--- config.mk ---
export PLATFORM = sky130hd
export DESIGN_NAME = pip_front
export DESIGN_NICKNAME = d
export VERILOG_FILES = /design/src/sv/pip_pkg.sv /design/src/sv/pip_front.sv
export SDC_FILE = /design/constraint.sdc
export NUM_CORES = 1
export LEC_CHECK = 0
export BUFFER_PORTS_ARGS = -buffer_cell sky130_fd_sc_hd__buf_2
export CAP_MARGIN = 20
export CORE_AREA = 2 2 156 273
export DETAILED_ROUTE_END_ITERATION = 10
export DIE_AREA = 0 0 158 275
export PLACE_DENSITY = 0.77
export SLEW_MARGIN = 15
export SYNTH_ARGS = -nofsm -noshare
export SYNTH_HDL_FRONTEND = slang
export SYNTH_SLANG_ARGS = --single-unit
--- constraint.sdc ---
create_clock -name clk_i -period 5.75 [get_ports clk_i]
set_clock_uncertainty 0.1 [all_clocks]
set_input_delay 0.575 -clock clk_i [delete_from_list [all_inputs] [get_ports clk_i]]
set_output_delay 0.575 -clock clk_i [all_outputs]
set_load 0.05 [all_outputs]
--- src/sv/pip_pkg.sv ---
// Shared types and constants for the point-in-polygon crossing-number block.
// Used by pip_front, pip_queue, pip_back and point_in_polygon_test_core.
// No dependencies.
package pip_pkg;

  localparam int CoordWidth = 32;
  localparam int DiffWidth  = CoordWidth + 1;
  localparam int ProdWidth  = 2 * DiffWidth;
  localparam int QueueDepth = 2;
  localparam int QueuePtrW  = (QueueDepth > 1) ? $clog2(QueueDepth) : 1;
  localparam int QueueCntW  = $clog2(QueueDepth + 1);

  // one edge, prepared for the cross-multiplication
  typedef struct packed {
    logic                        straddle;
    logic                        d_pos;
    logic signed [DiffWidth-1:0] d;
    logic signed [DiffWidth-1:0] ax;
    logic signed [DiffWidth-1:0] bx;
    logic signed [DiffWidth-1:0] by;
  } seg_t;

  // one vertex item after classification
  typedef struct packed {
    seg_t seg_a;
    seg_t seg_b;
    logic last;
  } entry_t;

  // one edge after the multiply stage
  typedef struct packed {
    logic                        straddle;
    logic                        d_pos;
    logic signed [ProdWidth-1:0] lhs;
    logic signed [ProdWidth-1:0] rhs;
  } prod_t;

  typedef struct packed {
    prod_t prod_a;
    prod_t prod_b;
    logic  last;
  } prod_entry_t;

  // edge from (xj,yj) to (xi,yi) against test point (tx,ty)
  function automatic seg_t make_seg(
    input logic signed [CoordWidth-1:0] xj,
    input logic signed [CoordWidth-1:0] yj,
    input logic signed [CoordWidth-1:0] xi,
    input logic signed [CoordWidth-1:0] yi,
    input logic signed [CoordWidth-1:0] tx,
    input logic signed [CoordWidth-1:0] ty
  );
    seg_t s;
    s.straddle = (yi > ty) != (yj > ty);
    s.d        = DiffWidth'(yj) - DiffWidth'(yi);
    // d is nonzero whenever the edge straddles the ray
    s.d_pos    = ~s.d[DiffWidth-1];
    s.ax       = DiffWidth'(tx) - DiffWidth'(xi);
    s.bx       = DiffWidth'(xj) - DiffWidth'(xi);
    s.by       = DiffWidth'(ty) - DiffWidth'(yi);
    return s;
  endfunction

endpackage

--- src/sv/pip_front.sv ---
// Front end: takes vertex beats, keeps polygon state, and prepares both edges.
// Depends on pip_pkg.
module pip_front (
  input  logic                                  clk_i,
  input  logic                                  rst_ni,
  input  logic                                  in_valid_i,
  output logic                                  in_ready_o,
  input  logic signed [pip_pkg::CoordWidth-1:0] vertex_x_i,
  input  logic signed [pip_pkg::CoordWidth-1:0] vertex_y_i,
  input  logic signed [pip_pkg::CoordWidth-1:0] point_x_i,
  input  logic signed [pip_pkg::CoordWidth-1:0] point_y_i,
  input  logic                                  last_vertex_i,
  input  logic                                  full_i,
  output logic                                  push_o,
  output pip_pkg::entry_t                       entry_o
);

  logic signed [pip_pkg::CoordWidth-1:0] first_x_q, first_y_q, prev_x_q, prev_y_q;
  logic signed [pip_pkg::CoordWidth-1:0] held_px_q, held_py_q;
  logic signed [pip_pkg::CoordWidth-1:0] tx, ty, fx, fy;
  logic                                  in_poly_q, in_poly_d;
  logic                                  accept;
  pip_pkg::seg_t                         seg_a, seg_b;

  assign in_ready_o = ~full_i;
  assign accept     = in_valid_i & ~full_i;
  assign push_o     = accept;

  // on the first vertex the point and the first vertex come straight from the beat
  assign tx = in_poly_q ? held_px_q : point_x_i;
  assign ty = in_poly_q ? held_py_q : point_y_i;
  assign fx = in_poly_q ? first_x_q : vertex_x_i;
  assign fy = in_poly_q ? first_y_q : vertex_y_i;

  always_comb begin
    seg_a = pip_pkg::make_seg(prev_x_q, prev_y_q, vertex_x_i, vertex_y_i, tx, ty);
    seg_b = pip_pkg::make_seg(vertex_x_i, vertex_y_i, fx, fy, tx, ty);
    seg_a.straddle = seg_a.straddle & in_poly_q;
    seg_b.straddle = seg_b.straddle & last_vertex_i;
    entry_o.seg_a = seg_a;
    entry_o.seg_b = seg_b;
    entry_o.last  = last_vertex_i;
  end

  assign in_poly_d = ~last_vertex_i;

  always_ff @(posedge clk_i or negedge rst_ni) begin
    if (!rst_ni) begin
      in_poly_q <= 1'b0;
      first_x_q <= '0;
      first_y_q <= '0;
      prev_x_q  <= '0;
      prev_y_q  <= '0;
      held_px_q <= '0;
      held_py_q <= '0;
    end else if (accept) begin
      in_poly_q <= in_poly_d;
      prev_x_q  <= vertex_x_i;
      prev_y_q  <= vertex_y_i;
      if (!in_poly_q) begin
        first_x_q <= vertex_x_i;
        first_y_q <= vertex_y_i;
        held_px_q <= point_x_i;
        held_py_q <= point_y_i;
      end
    end
  end

endmodule

# Word level (Yosys, flattened, before mapping)
# Cells that the tools add are included.
dict set report totals {
  input_bits 133
  out_inout_bits 271
  reg_bits 193
}
dict set report op_classes {
  order_cmp 3
  n_bitwise 7
  add_sub_neg 8
  n_eq_ne 2
  mux 4
}
# op n
set ops {}
lappend ops {{$sub 32x32->33} 8}
lappend ops {{$mux 32} 4}
lappend ops {{$gt 32x32->1} 3}
lappend ops {{$not 1->1} 4}
lappend ops {{$and 1x1->1} 3}
lappend ops {{$ne 1x1->1} 2}

# Longest topological paths before layout
# Gate-level depths: netlist (run 1).
dict set report logic_depth {
  ltp_word 4
  ltp_mapped 16
}

# Least setup slack after synthesis (run 1)
# OpenSTA, ideal clock, no wires.
dict set report synth_timing {
  kind {reg-to-output}
  start {register in_poly_q}
  end {output port entry_o[231] (netlist name)}
  t_arrival_ns 4.984
  required_time_ns 5.075
  path_stages_with_launch 15
  n_path_buf 3
  setup_slack_ns 0.091
  cell_sequence {dfrtp_1 clkbuf_1 clkbuf_1 clkbuf_1 mux2i_1 ha_1 fa_1 nor2b_1 o31a_1 o21ai_0 a21oi_1 o2111ai_1 o21a_1 o21ai_0 o311ai_0}
}
# element line_no
set synth_lines {}
lappend synth_lines {{start, declared} pip_front.sv:21} ;# logic in_poly_q, in_poly_d;
lappend synth_lines {{start signal, assigned} pip_front.sv:57} ;# in_poly_q <= in_poly_d;
lappend synth_lines {{end, declared} pip_front.sv:15} ;# output pip_pkg::entry_t entry_o

==> impl_metrics.toml, run 1 <==
[synthesis]
syn-num-nets = 3206
ys_seq_elements = 193
yosys_warnings = 0
synth_cells = 2775
seq_area_frac_synth = 0.219
netlist_area_um2 = 22100
synthArstFlopShare = 1.00
synth_edf_count = 0
synthFlopType = "dfrtp_1"
synth_cell_type_count = 85
syn_area_per_cell_um2 = 7.96

[setup_path]
critPathCaptureType = "output pin"
critPathRequiredTime_ns = 5.08
start_kind = "flip-flop"
worstSetupPathType = "reg2out"
cp_max_fo = 16
worstPathArrival_ns = 4.89
max_stage_delay_ns = 0.64
cp_common_cell = "o21ai_0"
cp_slowest_cell = "dfrtp_4"
path_cells = "buf_16, o21ai_0, ha_1, fa_1, nor2b_1, o31a_1, o31ai_1, a211oi_1, o211ai_1, a31oi_1, a221oi_2, o21ai_0, mux2i_1, buf_2"

[sta]
worst_pin_slew_ns = 1.06
period_minus_slack_ns = 5.56
finalCritPeriodShare = 0.968
setup_viol = 0
fin_worst_hold_slack_ns = -0.00666
rsz0062_at_grt = "no"
drv_slew = 0
worst_slack_ns = 0.185
hold_viol = 2
timing.setup.tns_ns = 0
relSlewSlack = 0.291
fmax_mhz = 180

[final_layout]
stdcell_count = 3709
mostFrequentLayoutCells = "buf_2, a21oi_1, ha_1, nand2_1, nor2_1"
final_area_um2 = 25300
area_growth_pct = 14.7
final_common_cell = "buf_2"
finalNetCount = 3567
drive_gt1_frac = 0.165

[place]
hpwlAfterDp_um = 56300
place_ws_ns = 0.420
place_congestion = 0.995
postPlaceCellArea_um2 = 24700
dp.cells = 3671
port_buffers = 403

[floorplanning]
core_um2 = 41400
start_util = 0.534
dieArea_um2 = 43500
die_x_um = 158
die_h_um = 275
ios = 404
rows = 99

[clocking]
htreeDepth = 4
cts_buffers = 17
tritoncts = "yes"
clkLatencyLatePin_ns = 0.47
path_clk_slew_ns = 0.08
cts-hold-fix-buffers = 0
clockBufferDepth = 2
cts_root_buf = "clkbuf_16"
cts_sinks = 193

[grt]
grt_max_degree = 157
antenna_found_initial = 6
gr-usage-all-layers = 0.312
grt_pass1_vias = 21700
grt_pass1_wl_um = 107000
grt.overflow.total = 0

[run_status]
violations = "negative hold slack"
status = "finished, violations left"

[power_and_ir_drop]
p_seq_frac = 0.131
leakage_uw = 0.0130
clock_power_share = 0.095
switching_share = 0.615
power_density_nw_per_um2 = 529
ir_drop_mv = 0.513
p_switching_uw = 8250
p_int_uw = 5170
p_comb_frac = 0.774

[routing]
finalWirelength_um = 69900
drtAntennaViolNets = 0
vias_per_cell = 5.93
dr.pass1.iters = 8
vias = 22000
wl_per_cell_um = 18.8
remaining_drc_errors = 0
dr.first_iter.drc_count = 1098

[run]
cap_violations = 0

[hold_path]
worstHoldPathType = "in2async"
[layer usage]
layer / vias up / share of wire / global-route usage
met5: - / 0.00016 / 0
met3: 248 / 0.043 / 0.0276
met1: 10200 / 0.37 / 0.325
met2: 785 / 0.51 / 0.575
met4: 2 / 0.077 / 0.228
li1: 10700 / - / -
[timing repair]
action	in CTS	in global routing
endpoints found under the hold margin	0	0
setup endpoints to repair	2	13
buffers inserted	0	1
gates resized for setup	1	2
[synth_stat cells, drive strengths merged, types with 26 or more instances]
cell / count / area [µm²]
a211oi: 29 / 228
a21o: 129 / 968
a21oi: 316 / 1590
a31oi: 26 / 193
clkbuf: 63 / 236
dfrtp: 193 / 4830
ha: 290 / 3630
inv: 167 / 627
mux2: 30 / 338
mux2i: 104 / 1040
nand2: 277 / 1040
nand2b: 39 / 244
nand3: 42 / 210
nand4: 31 / 194
nor2: 243 / 912
nor2b: 41 / 264
nor3: 42 / 210
o21a: 51 / 383
o21ai: 176 / 896
o21bai: 32 / 240
xnor2: 131 / 1150
xor2: 68 / 596
[state kept, by name, indices dropped and copies added (netlist names)]
register / flops
in_poly_q: 1
first_y_q: 32
prev_y_q: 32
prev_x_q: 32
held_px_q: 32
first_x_q: 32
held_py_q: 32
[area by class of cell]
class / instances / area, µm²
sequential: 193 / 4830
timing repair buffer: 423 / 2240
clock inverter: 13 / 150
multi-input combinational: 2334 / 16300
fill: 3791 / 16000
antenna: 5 / 12.5
clock buffer: 19 / 443
tap: 555 / 694
inverter: 167 / 632
[worst paths after layout]
kind	endpoint	startpoint	slack [ns]	depth (start not counted)
worst max-delay path	entry_o[33]	in_poly_q	0.19	14
worst min register to register	held_px_q[23]	held_px_q[23]	0.37	2
worst max register to register	held_py_q[26]	in_poly_q	3.84	3
min in group clk_i	in_poly_q	last_vertex_i	0.24	2
worst min-delay path	first_y_q[3]	rst_ni	-0.007	1
max in group asynchronous	held_px_q[20]	rst_ni	4.38	2
[power by group through the flow]
| stage | combinational (µW) | sequential (µW) | clock, µW |
|---|---|---|---|
| floorplan | 7940 | 1730 | 0 |
| global placement | 10100 | 1770 | 0 |
| detailed placement | 10300 | 1780 | 0 |
| CTS | 10300 | 1760 | 1290 |
| global route | 11000 | 1790 | 1340 |
| finish | 10400 | 1760 | 1270 |
[per-stage QoR]
stage / util / power [µW]
finish: 0.613 / 13400
global route: 0.613 / 14100
CTS: 0.612 / 13400
detailed placement: 0.597 / 12100
global placement: 0.597 / 11900
floorplan: - / 9670
[logic make-up (layout without fill, tap and decap cells)]
logic type,after synthesis,in the layout,share of synthesized area
adders and majority gates,298,298,0.171
xor gates and xnor gates,199,199,0.0789
DFF,193,193,0.219
muxes,134,134,0.0624
AOI/OAI and AO/OA,899,899,0.260
and+or+nand+nor,804,804,0.167
buffers and inverters,248,622,0.0423
other,0,5,0
[worst max-delay path: cells and delay by family, from the launching register on]
family,cells,cell delay [ns]
buf+inv,2,0.52
fa+ha+maj,2,0.50
compound gates,8,2.53
simple gates,1,0.07
mux,1,0.15
flops,1,0.64
(Power assumes the default switching activity.)
==> run 2, diff against run 1 <==
- PLACE_DENSITY: 0.77 -> not set
- PLACE_DENSITY_LB_ADDON: not set -> 0.12
==> impl_metrics.toml, run 2 (same netlist as run 1, synthesis figures left out) <==
[power_and_ir_drop]
p_int_uw = 5180
p_comb_frac = 0.773
switching_share = 0.614
clock_power_share = 0.096
design_power_total_uw = 13400
p_seq_frac = 0.131
ir_drop_mv = 0.464
p_switching_uw = 8250
power_density_nw_per_um2 = 529
leakage_uw = 0.0130

[routing]
remaining_drc_errors = 0
finalWirelength_um = 71400
drtAntennaViolNets = 0
wl_per_cell_um = 19.2
dr.first_iter.drc_count = 1194
dr.pass1.iters = 8
vias = 21900
vias_per_cell = 5.91

[floorplanning]
rows = 99
dieArea_um2 = 43500
start_util = 0.534
die_x_um = 158
ios = 404
die_h_um = 275
core_um2 = 41400

[clocking]
cts_buffers = 17
path_clk_slew_ns = 0.08
tritoncts = "yes"
cts_root_buf = "clkbuf_16"
clockBufferDepth = 2
htreeDepth = 4
cts_sinks = 193
cts-hold-fix-buffers = 0
clkLatencyLatePin_ns = 0.46

[sta]
finalCritPeriodShare = 0.950
worst_pin_slew_ns = 0.971
drv_slew = 0
rsz0062_at_grt = "no"
worst_slack_ns = 0.286
relSlewSlack = 0.353
fmax_mhz = 183
timing.setup.tns_ns = 0
period_minus_slack_ns = 5.46
hold_viol = 0
setup_viol = 0

[final_layout]
drive_gt1_frac = 0.168
final_common_cell = "buf_2"
final_area_um2 = 25400
area_growth_pct = 14.8
stdcell_count = 3713
finalNetCount = 3572
mostFrequentLayoutCells = "buf_2, a21oi_1, ha_1, nand2_1, nor2_1"

[setup_path]
crit_start = "in_poly_q"
r2r-end = "held_py_q[28]"
rrSetupSlack_ns = 3.64
critPathCaptureType = "output pin"
start_kind = "flip-flop"
r2r_start = "in_poly_q"
critPathRequiredTime_ns = 5.08
worstSetupPathType = "reg2out"
worstPathArrival_ns = 4.79
reg2regPathDepth = 4
cp_max_fo = 12

[place]
dp.cells = 3672
port_buffers = 403
hpwlAfterDp_um = 57700
postPlaceCellArea_um2 = 24700
place_ws_ns = 0.517
place_congestion = 0.954

[grt]
grt.overflow.total = 0
antenna_found_initial = 5
grt_pass1_wl_um = 109000
gr-usage-all-layers = 0.320
grt_max_degree = 103
grt_pass1_vias = 21700

[hold_path]
worstHoldPathType = "in2async"

[run_status]
status = "finished, final reports clean"

[run]
cap_violations = 0
-- run 2: changes by cell type in the layout (fill, tap and decap cells not counted), moves of 2 or more --
cell,change
buf_4,+8
buf_12,-2
clkinv_2,-2
clkinvlp_4,+2
o21ai_0,+2
o21ai_1,-2
-- run 2: worst max-delay path, stage by stage, from the launching register on --
cell and delay, ns:
dfrtp_4 0.60, buf_4 0.21, mux2_2 0.38, ha_1 0.43
nand4_1 0.19, nor4b_1 0.67, o2111ai_1 0.43, o21a_1 0.27
o21ai_0 0.52, nand4_1 0.20, o311ai_0 0.11, buf_2 0.32
-- run 2: layout make-up --
type                       count  area (µm²)
clock buffer                  20         457
timing repair buffer         428        2250
tap                          555         694
clock inverter                12         146
sequential                   193        4830
inverter                     167         632
antenna                        4        10.0
multi-input combinational   2334       16400
fill                        3929       16000
-- run 2: how the worst max path moves through the flow --
stage | end | slack, ns | depth (start not counted)
after floorplan | entry_o[231] | 0.09 | 14
after global placement | entry_o[134] | 0.61 | 15
after detailed placement | entry_o[134] | 0.52 | 15
after CTS | entry_o[134] | 0.008 | 15
after global routing | entry_o[33] | 0.08 | 14
final | entry_o[231] | 0.29 | 11
-- run 2: timing repair --
item | CTS | global route
setup endpoints to repair | 0 | 22
buffers inserted | 0 | 5
endpoints found under the hold margin | 0 | 0
resized for setup | 0 | 4
-- run 2: metal layers --
layer  up-vias  part of all wire  wire length, µm  GRT usage
met2       687              0.52            37100      0.599
li1      10800                 -                -          -
met5         -                 0                0          0
met4         0             0.059             4200      0.178
met3       160             0.042             3030     0.0345
met1     10300              0.38            27100      0.345
-- run 2: per-stage QoR --
step / util / hold slack (ns)
after floorplan: - / 0.179
after global placement: 0.597 / 0.351
after detailed placement: 0.597 / 0.357
after CTS: 0.611 / 0.113
after global routing: 0.614 / 0.141
final: 0.614 / 0.0683
-- run 2: power groups by stage --
stage                     combinational, µW  sequential [µW]  clock, µW
after floorplan                        7940             1730          0
after global routing                  11000             1790       1360
after global placement                10200             1770          0
final                                 10400             1750       1290
after CTS                             10300             1760       1320
after detailed placement              10300             1790          0
