`src/sv/pip_pkg.sv`:
```
// Shared types and constants for the point-in-polygon crossing-number block.
// Used by pip_front, pip_queue, pip_back and point_in_polygon_test_core.
// No dependencies.
package pip_pkg;

  localparam int CoordWidth = 32;
  localparam int DiffWidth  = CoordWidth + 1;
  localparam int ProdWidth  = 2 * DiffWidth;
  localparam int QueueDepth = 2;
  localparam int QueuePtrW  = (QueueDepth > 1) ? $clog2(QueueDepth) : 1;
  localparam int QueueCntW  = $clog2(QueueDepth + 1);

  // one edge, prepared for the cross-multiplication
  typedef struct packed {
    logic                        straddle;
    logic                        d_pos;
    logic signed [DiffWidth-1:0] d;
    logic signed [DiffWidth-1:0] ax;
    logic signed [DiffWidth-1:0] bx;
    logic signed [DiffWidth-1:0] by;
  } seg_t;

  // one vertex item after classification
  typedef struct packed {
    seg_t seg_a;
    seg_t seg_b;
    logic last;
  } entry_t;

  // one edge after the multiply stage
  typedef struct packed {
    logic                        straddle;
    logic                        d_pos;
    logic signed [ProdWidth-1:0] lhs;
    logic signed [ProdWidth-1:0] rhs;
  } prod_t;

  typedef struct packed {
    prod_t prod_a;
    prod_t prod_b;
    logic  last;
  } prod_entry_t;

  // edge from (xj,yj) to (xi,yi) against test point (tx,ty)
  function automatic seg_t make_seg(
    input logic signed [CoordWidth-1:0] xj,
    input logic signed [CoordWidth-1:0] yj,
    input logic signed [CoordWidth-1:0] xi,
    input logic signed [CoordWidth-1:0] yi,
    input logic signed [CoordWidth-1:0] tx,
    input logic signed [CoordWidth-1:0] ty
  );
    seg_t s;
    s.straddle = (yi > ty) != (yj > ty);
    s.d        = DiffWidth'(yj) - DiffWidth'(yi);
    // d is nonzero whenever the edge straddles the ray
    s.d_pos    = ~s.d[DiffWidth-1];
    s.ax       = DiffWidth'(tx) - DiffWidth'(xi);
    s.bx       = DiffWidth'(xj) - DiffWidth'(xi);
    s.by       = DiffWidth'(ty) - DiffWidth'(yi);
    return s;
  endfunction

endpackage

```
`src/sv/pip_queue.sv`:
```
// Short queue of classified vertex entries between front and back ends.
// Depends on pip_pkg.
module pip_queue (
  input  logic            clk_i,
  input  logic            rst_ni,
  input  logic            push_i,
  input  pip_pkg::entry_t wdata_i,
  output logic            full_o,
  input  logic            pop_i,
  output logic            empty_o,
  output pip_pkg::entry_t rdata_o
);

  pip_pkg::entry_t                   mem_q [pip_pkg::QueueDepth];
  logic [pip_pkg::QueuePtrW-1:0]     wr_ptr_q, wr_ptr_d, rd_ptr_q, rd_ptr_d;
  logic [pip_pkg::QueueCntW-1:0]     count_q, count_d;
  logic                              do_push, do_pop;

  assign full_o  = (count_q == pip_pkg::QueueCntW'(pip_pkg::QueueDepth));
  assign empty_o = (count_q == '0);
  assign do_push = push_i & ~full_o;
  assign do_pop  = pop_i & ~empty_o;
  assign rdata_o = mem_q[rd_ptr_q];

  always_comb begin
    wr_ptr_d = wr_ptr_q;
    rd_ptr_d = rd_ptr_q;
    count_d  = count_q;
    if (do_push) begin
      wr_ptr_d = (wr_ptr_q == pip_pkg::QueuePtrW'(pip_pkg::QueueDepth - 1)) ? '0
                 : wr_ptr_q + 1'b1;
    end
    if (do_pop) begin
      rd_ptr_d = (rd_ptr_q == pip_pkg::QueuePtrW'(pip_pkg::QueueDepth - 1)) ? '0
                 : rd_ptr_q + 1'b1;
    end
    if (do_push && !do_pop) begin
      count_d = count_q + 1'b1;
    end else if (do_pop && !do_push) begin
      count_d = count_q - 1'b1;
    end
  end

  always_ff @(posedge clk_i) begin
    if (do_push) begin
      mem_q[wr_ptr_q] <= wdata_i;
    end
  end

  always_ff @(posedge clk_i or negedge rst_ni) begin
    if (!rst_ni) begin
      wr_ptr_q <= '0;
      rd_ptr_q <= '0;
      count_q  <= '0;
    end else begin
      wr_ptr_q <= wr_ptr_d;
      rd_ptr_q <= rd_ptr_d;
      count_q  <= count_d;
    end
  end

  a_count_bound: assert property (@(posedge clk_i) disable iff (!rst_ni)
    count_q <= pip_pkg::QueueCntW'(pip_pkg::QueueDepth))
    else $error("queue count above depth");

  a_push_moves_count: assert property (@(posedge clk_i) disable iff (!rst_ni)
    (do_push && !do_pop) |=> (count_q == $past(count_q) + 1'b1))
    else $error("push without pop did not grow the queue");

endmodule

```
`config.mk`:
```
export PLATFORM = sky130hd
export DESIGN_NAME = pip_queue
export DESIGN_NICKNAME = d
export VERILOG_FILES = /design/src/sv/pip_pkg.sv /design/src/sv/pip_queue.sv
export SDC_FILE = /design/constraint.sdc
export NUM_CORES = 1
export LEC_CHECK = 0
export BUFFER_PORTS_ARGS = -buffer_cell sky130_fd_sc_hd__buf_2
export CAP_MARGIN = 20
export CORE_ASPECT_RATIO = 0.6
export CORE_MARGIN = 2
export CORE_UTILIZATION = 55
export CTS_CLUSTER_SIZE = 20
export DETAILED_ROUTE_END_ITERATION = 8
export PLACE_DENSITY = 0.85
export SYNTH_ARGS = -nofsm -noshare
export SYNTH_HDL_FRONTEND = slang
export SYNTH_SLANG_ARGS = --single-unit
```
`constraint.sdc`:
```
create_clock -name clk_i -period 39.2 [get_ports clk_i]
set_clock_uncertainty 0.05 [all_clocks]
set_input_delay 1.96 -clock clk_i [delete_from_list [all_inputs] [get_ports clk_i]]
set_output_delay 1.96 -clock clk_i [all_outputs]
set_load 0.005 [all_outputs]
```
* Yosys cells after proc, flatten, opt, wreduce, memory -nomap -nowiden *
Memory sizes are Yosys's and may differ from the RTL's.
Cells that the tools add are included.

word-level totals
  register bits after elaboration = 4
  memory bits (writable) = 538
  output and inout port bits = 271
  logic and storage cells = 25
  memories kept = 1

cells by class
  $add $sub $neg = 4
  eq/ne operators = 1
  muxes and demuxes = 6
  bitwise logic cells = 4
  reduce and logical (&&, ||, !) cells = 6

memories
  name   depth  bits a word  read ports  clocked after memory_dff  write ports  RTL line         RTL
  mem_q  2      269          1           0                         1            pip_queue.sv:14  pip_pkg::entry_t mem_q [pip_pkg::QueueDepth];

operator list
  cell                                              count
  two-way mux 1 bit                                 4
  two-way mux 2 bit                                 2
  adder 1 bit, second input constant                2
  adder 2 x 1 -> 2 bit, second input constant       1
  bitwise AND 1 bit                                 2
  == test 2 bit, second input constant              1
  logical AND 1 bit                                 2
  logical NOT 1 bit                                 2
  logical NOT 2 bit                                 1
  inverter 1 bit                                    2
  nonzero test 2 bit                                1
  subtractor 2 x 1 -> 2 bit, second input constant  1

* Depth between registers and ports, before layout *
Gate-level depths: netlist of the first run.

  depth after elaboration = 7
  depth in mapped cells = 7

* Worst setup path after synthesis of the first run *
No wires, ideal clock.

  path kind = input-to-reg
  from = input push_i
  to = memory mem_q[0][0] in the netlist's numbering (enable)
  arrival time = 13190 ps
  data required time = 38246 ps
  setup slack = 25057 ps
  stages = 2
  path buffers = 0
  cell sequence = nand2_1 -> nor2_1

on the way
  word-level cells in the longest chain between the ends = 3

ends and longest elaborated chain
  what                                     RTL line         RTL
  start, declared                          pip_queue.sv:6   input logic push_i,
  bitwise AND 1 bit                        pip_queue.sv:21  assign do_push = push_i & ~full_o;
  two-way mux 1 bit                        pip_queue.sv:45  if (do_push) begin
  two-way mux 1 bit (implied by the code)  pip_queue.sv:46  mem_q[wr_ptr_q] <= wdata_i;
  end, declared                            pip_queue.sv:14

Every way passes these cells.

==> results of run 1 <==
## final cells by class
class | count | area [um^2]
diodes | 15 | 37.5
clock buffers | 57 | 1230
clock inverters | 27 | 254
fillers | 2279 | 11400
inverters | 2 | 7.51
multi-input cells | 282 | 3880
flip-flops and latches | 542 | 16300
well taps | 476 | 596
repair buffers | 554 | 2800
## registers in the layout, summed over array words and instances, names as in the netlist
name	cells
count_q	2
wr_ptr_q	1
rd_ptr_q	1
mem_q	538
## cells by family after synthesis
logic type	Yosys count	synth area share
AND/OR/NAND/NOR	6	0.00135
XOR/XNOR	5	0.00214
multiplexers	269	0.185
AO/OA/AOI/OAI	1	0.000245
buffers and inverters	32	0.0148
flip-flops	542	0.796
adder cells (fa/ha/maj)	1	0.000612
## layer usage
metal / part of all wire / up-vias
met1: 0.36 / 5109
met3: 0.084 / 91
met2: 0.52 / 436
li1: - / 4587
met5: 0.0019 / -
met4: 0.033 / 12
## cells in the mapped netlist, drive strengths merged
cell type | count | area share
and3 | 1 | 0.00031
buf | 30 | 0.014
dfrtp | 4 | 0.0049
edfxtp | 538 | 0.79
ha | 1 | 0.00061
inv | 2 | 0.00037
mux2 | 269 | 0.19
nand2 | 1 | 0.00018
nand2b | 1 | 0.00031
nor2 | 3 | 0.00055
o21ai | 1 | 0.00024
xnor2 | 3 | 0.0013
xor2 | 2 | 0.00086
## worst min path at each step
stage	startpoint	to	slack, ns	cells past startpoint
finish	count_q[1]	count_q[1]	0.48	1
detailed placement	count_q[1]	count_q[1]	0.47	1
CTS	count_q[1]	count_q[1]	0.48	1
floorplan	wr_ptr_q	wr_ptr_q	0.41	1
global route	count_q[1]	count_q[1]	0.49	1
global placement	count_q[1]	count_q[1]	0.45	1
## critical path: cells and delay by family, from the launching register on
kind                   cells  cell delay (ns)
flip-flops                 1             1.13
multiplexers               1             0.36
buffers and inverters      3             1.74
## power by group through the flow
stage / logic (mW) / clock network, mW / registers [mW]
floorplan: 0.373 / 0 / 0.879
global placement: 0.546 / 0 / 0.849
detailed placement: 0.555 / 0 / 0.858
global route: 0.590 / 0.479 / 0.855
finish: 0.553 / 0.449 / 0.844
CTS: 0.559 / 0.458 / 0.846
==> flow_metrics.py, run 1 <==
metrics = {
    "detailed_routing": {
        "antenna_left": 0,
        "routed_wl_um": 44200,
        "dr_total_vias": 10235,
        "avgRoutedWirePerCell_um": 22.6,
        "drc": 0,
        "drt_iter0_drc": 682,
        "routed_via_density": 5.24,
        "drt-pass1-iter-count": 5,
    },
    "clock_network": {
        "cts_resized": 0,
        "post_cts_buffers": 0,
        "clkTransAtPathRegs_ns": 0.07,
        "cts.root.buffer_cell": "clkbuf_16",
        "cts_made_buffers": 47,
        "cts_tree": "built",
        "h-tree-depth": 2,
        "cts_hold_buf": 0,
        "clock_latency_ns": 0.55,
        "cts_buffer_depth": 3,
        "cts.sinks": 542,
    },
    "sta": {
        "holdWs_ns": 0.482,
        "worst_pin_slew_ns": 1.09,
        "tns_ns": 0,
        "slew_viol_final": 0,
        "fin_crit_ns": 5.87,
        "fmax_ghz": 0.170,
        "setup_ws_ns": 33.33,
        "period_share": 0.150,
        "rsz0062_at_grt": "false",
        "max-slew-margin-rel": 0.272,
        "report.final.hold_viol_count": 0,
        "setup_viol": 0,
    },
    "pwr": {
        "p_total_mw": 1.85,
        "power.internal_mw": 1.34,
        "swShare": 0.276,
        "ir_drop_mv": 0.0706,
        "seqPwrFrac": 0.457,
        "power_frac_comb": 0.300,
        "power.share.clock": 0.243,
        "p_sw_mw": 0.509,
        "leakagePower_nw": 9.93,
        "powerDensity_nw_per_um2": 73.6,
    },
    "global_routing": {
        "busiest_layer": "met2",
        "grt_util_met1": 0.253,
        "grt_max_degree": 81,
        "grt_overflow": 0,
        "grt_pass1_wl_um": 63300,
        "track_usage": 0.222,
        "grt_use_met3": 0.0691,
        "first_global_vias": 10547,
        "antenna_found_initial": 22,
        "use_met2": 0.386,
    },
    "placed_design": {
        "numPortBuffers": 543,
        "pre_cts_slack_ns": 33.87,
        "placed_cells": 1856,
        "dp_hpwl_um": 30900,
        "globalplace.congestion": 0.830,
        "dpl_cell_area_um2": 23500,
    },
    "layout": {
        "drive_gt1_frac": 0.607,
        "fin_util": 0.687,
        "layout_commonest_cell": "buf_2",
        "final_cell_area_um2": 25100,
        "final_nets": 1703,
        "area_growth_syn_to_layout_pct": 22.7,
        "layout.cells.non_filler": 1955,
        "mostFrequentLayoutCells": "543 x buf_2, 538 x edfxtp_1, 200 x mux2_4, 69 x mux2_2, 48 x clkbuf_16",
    },
    "floorplanning": {
        "fp-row-count": 54,
        "die_y_um": 153,
        "start_util": 0.560,
        "core_area_um2": 36500,
        "die_area_um2": 38700,
        "die_width_um": 253,
        "ios": 544,
    },
    "worst_setup_path": {
        "regToRegEndpoint": "mem_q[1][139]",
        "cp_max_fo": 64,
        "cp.arrival_ns": 3.86,
        "slowest_delay_ns": 1.13,
        "rr_worst_depth": 4,
        "worstSetupEndpoint": "rdata_o[217]",
        "regToRegSetupSlack_ns": 35.51,
        "crit_chain": "buf_4 > buf_4 > mux2_4 > buf_2",
        "crit_type": "flip-flop to output port",
        "endpoint_kind": "output port",
        "crit_path_start": "rd_ptr_q",
        "crit_path_frequent_cell": "buf_4",
        "critPathSlowestCell": "dfrtp_4",
        "start_kind": "flip-flop",
        "worstPathRequired_ns": 37.19,
        "crit-reg2reg-launch": "count_q[0]",
    },
    "min_path": {
        "holdCritPathClass": "flip-flop to flip-flop",
    },
    "yosys": {
        "synth_fp_nets": 1130,
        "ys_ff_latch": 542,
        "avgSynthCellArea_um2": 23.9,
        "yosysWarnings": 0,
        "syn-cell-area_um2": 20400,
        "ys_seq_area_frac": 0.796,
        "synth_cells": 856,
        "synth_cell_types": 15,
    },
    "run_status": {
        "status": "finished clean",
    },
    "job": {
        "maxCapViolations": 0,
    },
}
(Power assumes the default switching activity.)
==> run 2, diff against run 1 <==
Settings changed: CORE_UTILIZATION 55 to 47, PLACE_DENSITY 0.85 to 0.77.
Clock period 39.2 ns to 4.89 ns, I/O delays scaled along.
==> run 2 against run 1 <==
Global-route usage down 1.6 points; routed wire length up 10%; register-to-register slack worse by 33 ns; power rose to 8.4 times the previous value; setup slack worse by 31 ns; sequential share of layout area down 7.3 points; sequential power rose to 7.9 times the previous value; critical endpoint is now rdata_o[200]; largest power group unchanged; highest routed layer is now met4.
==> flow_metrics.py, run 2 (synthesis results as in run 1) <==
metrics = {
    "sta": {
        "slew_viol_final": 0,
        "holdWs_ns": 0.357,
        "setup_ws_ns": 1.98,
        "fin_crit_ns": 2.91,
        "worst_pin_slew_ns": 1.08,
        "rsz0062_at_grt": "false",
        "report.final.hold_viol_count": 0,
        "tns_ns": 0,
        "max-slew-margin-rel": 0.277,
        "period_share": 0.594,
        "fmax_ghz": 0.344,
        "setup_viol": 0,
    },
    "detailed_routing": {
        "routed_via_density": 4.96,
        "routed_wl_um": 48800,
        "drc": 0,
        "drt-pass1-iter-count": 4,
        "dr_total_vias": 11585,
        "drt_iter0_drc": 810,
        "antenna_left": 0,
        "avgRoutedWirePerCell_um": 20.9,
    },
    "floorplanning": {
        "die_area_um2": 45200,
        "start_util": 0.474,
        "core_area_um2": 43100,
        "die_width_um": 273,
        "fp-row-count": 59,
        "ios": 544,
        "die_y_um": 165,
    },
    "clock_network": {
        "cts_tree": "built",
        "cts_made_buffers": 49,
        "cts_buffer_depth": 3,
        "h-tree-depth": 2,
        "clock_latency_ns": 0.55,
        "clkTransAtPathRegs_ns": 0.07,
        "cts.sinks": 542,
        "cts_resized": 0,
        "cts.root.buffer_cell": "clkbuf_16",
    },
    "layout": {
        "mostFrequentLayoutCells": "543 x buf_2, 538 x edfxtp_1, 273 x dlygate4sd3_1, 200 x mux2_4, 69 x mux2_2",
        "largest_reg_flops": 538,
        "fillCellCount": 2803,
        "biggestRegsByFlops": "mem_q: 538 flops, count_q: 2 flops",
        "fin_util": 0.655,
        "drive_gt1_frac": 0.522,
        "final_nets": 1984,
        "top_register": "mem_q",
        "layout_commonest_cell": "buf_2",
        "area_growth_syn_to_layout_pct": 38.3,
        "final_cell_area_um2": 28200,
        "layout.cells.non_filler": 2334,
    },
    "worst_setup_path": {
        "crit_type": "flip-flop to output port",
        "cp_max_fo": 90,
        "critPathSlowestCell": "dfrtp_4",
        "start_kind": "flip-flop",
        "slowest_delay_ns": 0.80,
        "endpoint_kind": "output port",
        "cp.arrival_ns": 2.61,
        "worstPathRequired_ns": 4.60,
        "crit_chain": "buf_12 > mux2_4 > buf_2",
    },
    "global_routing": {
        "track_usage": 0.206,
        "grt_overflow": 0,
        "grt_max_degree": 91,
        "grt_pass1_wl_um": 70300,
        "antenna_found_initial": 3,
        "first_global_vias": 12209,
    },
    "pwr": {
        "p_total_mw": 15.5,
        "leakagePower_nw": 11.2,
        "powerDensity_nw_per_um2": 547,
        "ir_drop_mv": 0.445,
    },
    "run_status": {
        "status": "finished clean",
    },
    "placed_design": {
        "dpl_cell_area_um2": 23900,
        "numPortBuffers": 543,
        "pre_cts_slack_ns": 2.46,
        "placed_cells": 1965,
        "globalplace.congestion": 0.843,
        "dp_hpwl_um": 29800,
    },
    "job": {
        "maxCapViolations": 0,
    },
    "min_path": {
        "holdCritPathClass": "input pin to flip-flop",
    },
}
[run 2: changes by cell type in the layout (fill, tap and decap cells not counted), sizes merged]
cell	before	now
buf	554	560
bufinv	4	5
clkbuf	57	58
clkinv	22	21
clkinvlp	0	4
diode	15	4
dlygate4sd3	0	273
inv	3	6
[run 2: where the power goes]
| part | internal, mW | switching (mW) |
|---|---|---|
| sequential | 6.34 | 0.340 |
| combinational | 2.58 | 2.31 |
| clock | 2.19 | 1.70 |
| total | 11.1 | 4.35 |
[run 2: timing repair]
item,4_1_cts,5_1_grt
hold buffers,273,0
buffers inserted,0,0
hold endpoints to repair,544,0
[run 2: layout make-up]
cell class	instances	area [um^2]	share of cell area
antenna	4	10.0	0.000354
clock buffer	58	1300	0.0461
clock inverter	34	328	0.0116
inverter	2	7.51	0.000266
multi-input combinational	282	3900	0.138
sequential	542	16300	0.576
tap	579	724	0.0257
timing repair buffer	833	5720	0.202
[run 2: worst paths after layout]
path	cells past startpoint	start	endpoint	slack (ns)
worst max-delay path	3	rd_ptr_q	rdata_o[200]	1.98
worst min-delay path	2	wdata_i[256]	mem_q[1][256]	0.36
worst max register to register	4	count_q[0]	mem_q[0][200]	2.47
worst min register to register	1	wr_ptr_q	wr_ptr_q	0.52
max in group asynchronous	3	rst_ni	rd_ptr_q	4.03
min in group asynchronous	3	rst_ni	rd_ptr_q	0.56
[run 2: worst max-delay path, delay by kind of cell (launching register included)]
family	cells	cell delay (ns)
buf+inv	2	0.59
flops	1	0.80
mux	1	0.36
[run 2: routing by layer]
metal | share of wire | track usage | vias to the layer above
li1 | - | - | 5141
met1 | 0.36 | 0.236 | 5780
met2 | 0.53 | 0.372 | 565
met3 | 0.079 | 0.0560 | 99
met4 | 0.031 | 0.0735 | 0
met5 | 0 | 0 | -
==> run 3, diff against run 2 <==
Settings changed: ABC_AREA set to 1, CORE_UTILIZATION 47 to 52, PLACE_DENSITY 0.77 to 0.81.
Clock period 4.89 ns to 2.9 ns, I/O delays scaled along.
==> run 3 against run 2 <==
Flip-flop and latch count unchanged; power up 66%; global-route usage rose by 7.9 points; worst hold slack worse by 0.10 ns; first-iteration DRC count increased by 71%; area after synthesis decreased by 3.2%; synthesized cell count rose by 68%; critical path depth is 2 higher; die area is 12% lower; clock power rose by 59%; largest cell class unchanged.
==> flow_metrics.py, run 3 <==
metrics = {
    "clock_network": {
        "cts_buffer_depth": 3,
        "cts_resized": 0,
        "cts_tree": "built",
        "clock_latency_ns": 0.55,
        "h-tree-depth": 2,
        "cts.sinks": 542,
        "clkTransAtPathRegs_ns": 0.07,
        "cts.root.buffer_cell": "clkbuf_16",
        "cts_made_buffers": 48,
    },
    "sta": {
        "worst_pin_slew_ns": 0.577,
        "rsz0062_at_grt": "false",
        "setup_ws_ns": 0.254,
        "setup_viol": 0,
        "period_share": 0.912,
        "report.final.hold_viol_count": 0,
        "fin_crit_ns": 2.65,
        "max-slew-margin-rel": 0.615,
        "slew_viol_final": 0,
        "holdWs_ns": 0.257,
        "tns_ns": 0,
        "fmax_ghz": 0.378,
    },
    "layout": {
        "layout_commonest_cell": "nand2_1",
        "area_growth_syn_to_layout_pct": 39.0,
        "fillCellCount": 2154,
        "final_nets": 2553,
        "largest_reg_flops": 538,
        "final_cell_area_um2": 27500,
        "biggestRegsByFlops": "mem_q: 538 flops, count_q: 2 flops",
        "top_register": "mem_q",
        "drive_gt1_frac": 0.283,
        "mostFrequentLayoutCells": "816 x nand2_1, 543 x buf_2, 538 x edfxtp_1, 273 x dlygate4sd3_1, 49 x clkbuf_16",
    },
    "detailed_routing": {
        "routed_via_density": 5.24,
        "avgRoutedWirePerCell_um": 20.5,
        "drt_iter0_drc": 1384,
        "antenna_left": 0,
        "routed_wl_um": 58200,
        "dr_total_vias": 14857,
        "drt-pass1-iter-count": 6,
        "drc": 0,
    },
    "pwr": {
        "power_frac_comb": 0.322,
        "swShare": 0.340,
        "powerDensity_nw_per_um2": 935,
        "ir_drop_mv": 0.671,
        "power.internal_mw": 17.0,
        "leakagePower_nw": 11.8,
        "seqPwrFrac": 0.437,
        "p_sw_mw": 8.74,
        "power.share.clock": 0.241,
    },
    "yosys": {
        "yosys.area.top_type_share": 0.817,
        "ys_top_cells_by_count": "816 x nand2_1, 538 x edfxtp_1, 27 x buf_2",
        "synth_area_leader_cell": "edfxtp_1",
        "avgSynthCellArea_um2": 13.8,
        "yosys-top-cells-area": "edfxtp_1 82%, nand2_1 15%, buf_4 0.87%",
        "ys_ff_latch": 542,
        "synth_fp_nets": 1710,
        "syn-cell-area_um2": 19800,
        "synth_cells": 1436,
        "ys.flop_type": "edfxtp_1",
        "yosysWarnings": 0,
        "yosysMostFrequentCell": "nand2_1",
        "synth_cell_types": 16,
        "ys_seq_area_frac": 0.822,
        "async_reset_ff_frac": 0.00738,
        "synth-edff-count": 538,
    },
    "placed_design": {
        "dp_hpwl_um": 32900,
        "numPortBuffers": 543,
        "globalplace.congestion": 0.869,
        "dpl_cell_area_um2": 23200,
        "pre_cts_slack_ns": 0.894,
    },
    "global_routing": {
        "first_global_vias": 15381,
        "grt_max_degree": 112,
        "track_usage": 0.285,
        "grt_overflow": 0,
        "antenna_found_initial": 11,
        "grt_pass1_wl_um": 86100,
    },
    "worst_setup_path": {
        "start_kind": "flip-flop",
        "endpoint_kind": "output port",
        "worstPathRequired_ns": 2.71,
        "cp.arrival_ns": 2.45,
        "crit_type": "flip-flop to output port",
        "cp_max_fo": 77,
    },
    "floorplanning": {
        "die_y_um": 155,
        "fp-row-count": 55,
        "die_width_um": 256,
        "start_util": 0.526,
        "core_area_um2": 37600,
        "ios": 544,
        "die_area_um2": 39700,
    },
    "job": {
        "maxCapViolations": 0,
    },
    "run_status": {
        "status": "finished clean",
    },
    "min_path": {
        "holdCritPathClass": "input pin to flip-flop",
    },
}
-- run 3: changes by cell type in the layout (fill, tap and decap cells not counted), moves of 3 or more --
cell / before / now
clkinv_1: 5 / 9
inv_1: 2 / 5
diode_2: 4 / 9
mux2_4: 200 / 0
clkinv_4: 3 / 0
mux2_2: 69 / 0
buf_4: 6 / 22
nand2_1: 0 / 816
buf_12: 11 / 14
-- run 3: path summary, 6_finish.rpt --
check                            startpoint           end  slack (ns)  cells past startpoint
worst max-delay path               rd_ptr_q  rdata_o[267]        0.25                      5
worst min-delay path            wdata_i[26]  mem_q[1][26]        0.26                      2
worst max register to register   count_q[1]  mem_q[0][21]        0.88                      7
worst min register to register     wr_ptr_q      wr_ptr_q        0.47                      2
max in group asynchronous            rst_ni      rd_ptr_q        2.11                      3
min in group asynchronous            rst_ni      wr_ptr_q        0.48                      3
-- run 3: power by group through the flow --
| stage | Combinational [mW] | Sequential (mW) | Clock, mW |
|---|---|---|---|
| final | 8.27 | 11.2 | 6.20 |
| after floorplan | 3.97 | 11.4 | 0 |
| after global placement | 7.46 | 11.2 | 0 |
| after global routing | 8.93 | 11.4 | 6.54 |
| after detailed placement | 7.64 | 11.3 | 0 |
| after CTS | 8.00 | 11.2 | 6.17 |
-- run 3: per-stage QoR --
stage          power (mW)  cells  utilization
2_1_floorplan        15.4   1436            -
3_3_place_gp         18.7   2469        0.619
3_5_place_dp         19.0   2469        0.619
4_1_cts              25.3   2828        0.731
5_1_grt              26.8   2837        0.731
6_report             25.7   2837        0.731
-- run 3: cells by family after synthesis --
logic type / after synthesis / share of synthesized area
AND/OR/NAND/NOR: 823 / 0.157
XOR/XNOR: 1 / 0.000443
buffers and inverters: 67 / 0.0197
flip-flops: 542 / 0.822
adder cells (fa/ha/maj): 1 / 0.000633
AO/OA/AOI/OAI: 2 / 0.000506
-- run 3: critical path, cell delays in order, from the launching register on --
cell and delay [ns]:
dfrtp_4 0.70, inv_8 0.33, buf_12 0.36, nand2_1 0.17, nand2_1 0.13, buf_2 0.12
-- run 3: final cells by class --
type / instances / area (um^2) / area share
clock buffers: 58 / 1260 / 0.0458
diodes: 9 / 22.5 / 0.000819
multi-input cells: 827 / 3140 / 0.114
inverters: 8 / 41.3 / 0.00150
flip-flops and latches: 542 / 16300 / 0.592
well taps: 513 / 642 / 0.0234
repair buffers: 852 / 5900 / 0.215
clock inverters: 28 / 219 / 0.00797
-- run 3: routing by layer --
| layer | GRT usage | routed length, um |
|---|---|---|
| met1 | 0.323 | 19800 |
| met2 | 0.514 | 30300 |
| met3 | 0.0679 | 5110 |
| met4 | 0.135 | 2940 |
| met5 | 0 | 21 |
-- run 3: timing repair --
item                                   4_1_cts  5_1_grt
setup buffers                                0        0
endpoints found under the hold margin      544        0
hold buffers                               273        0
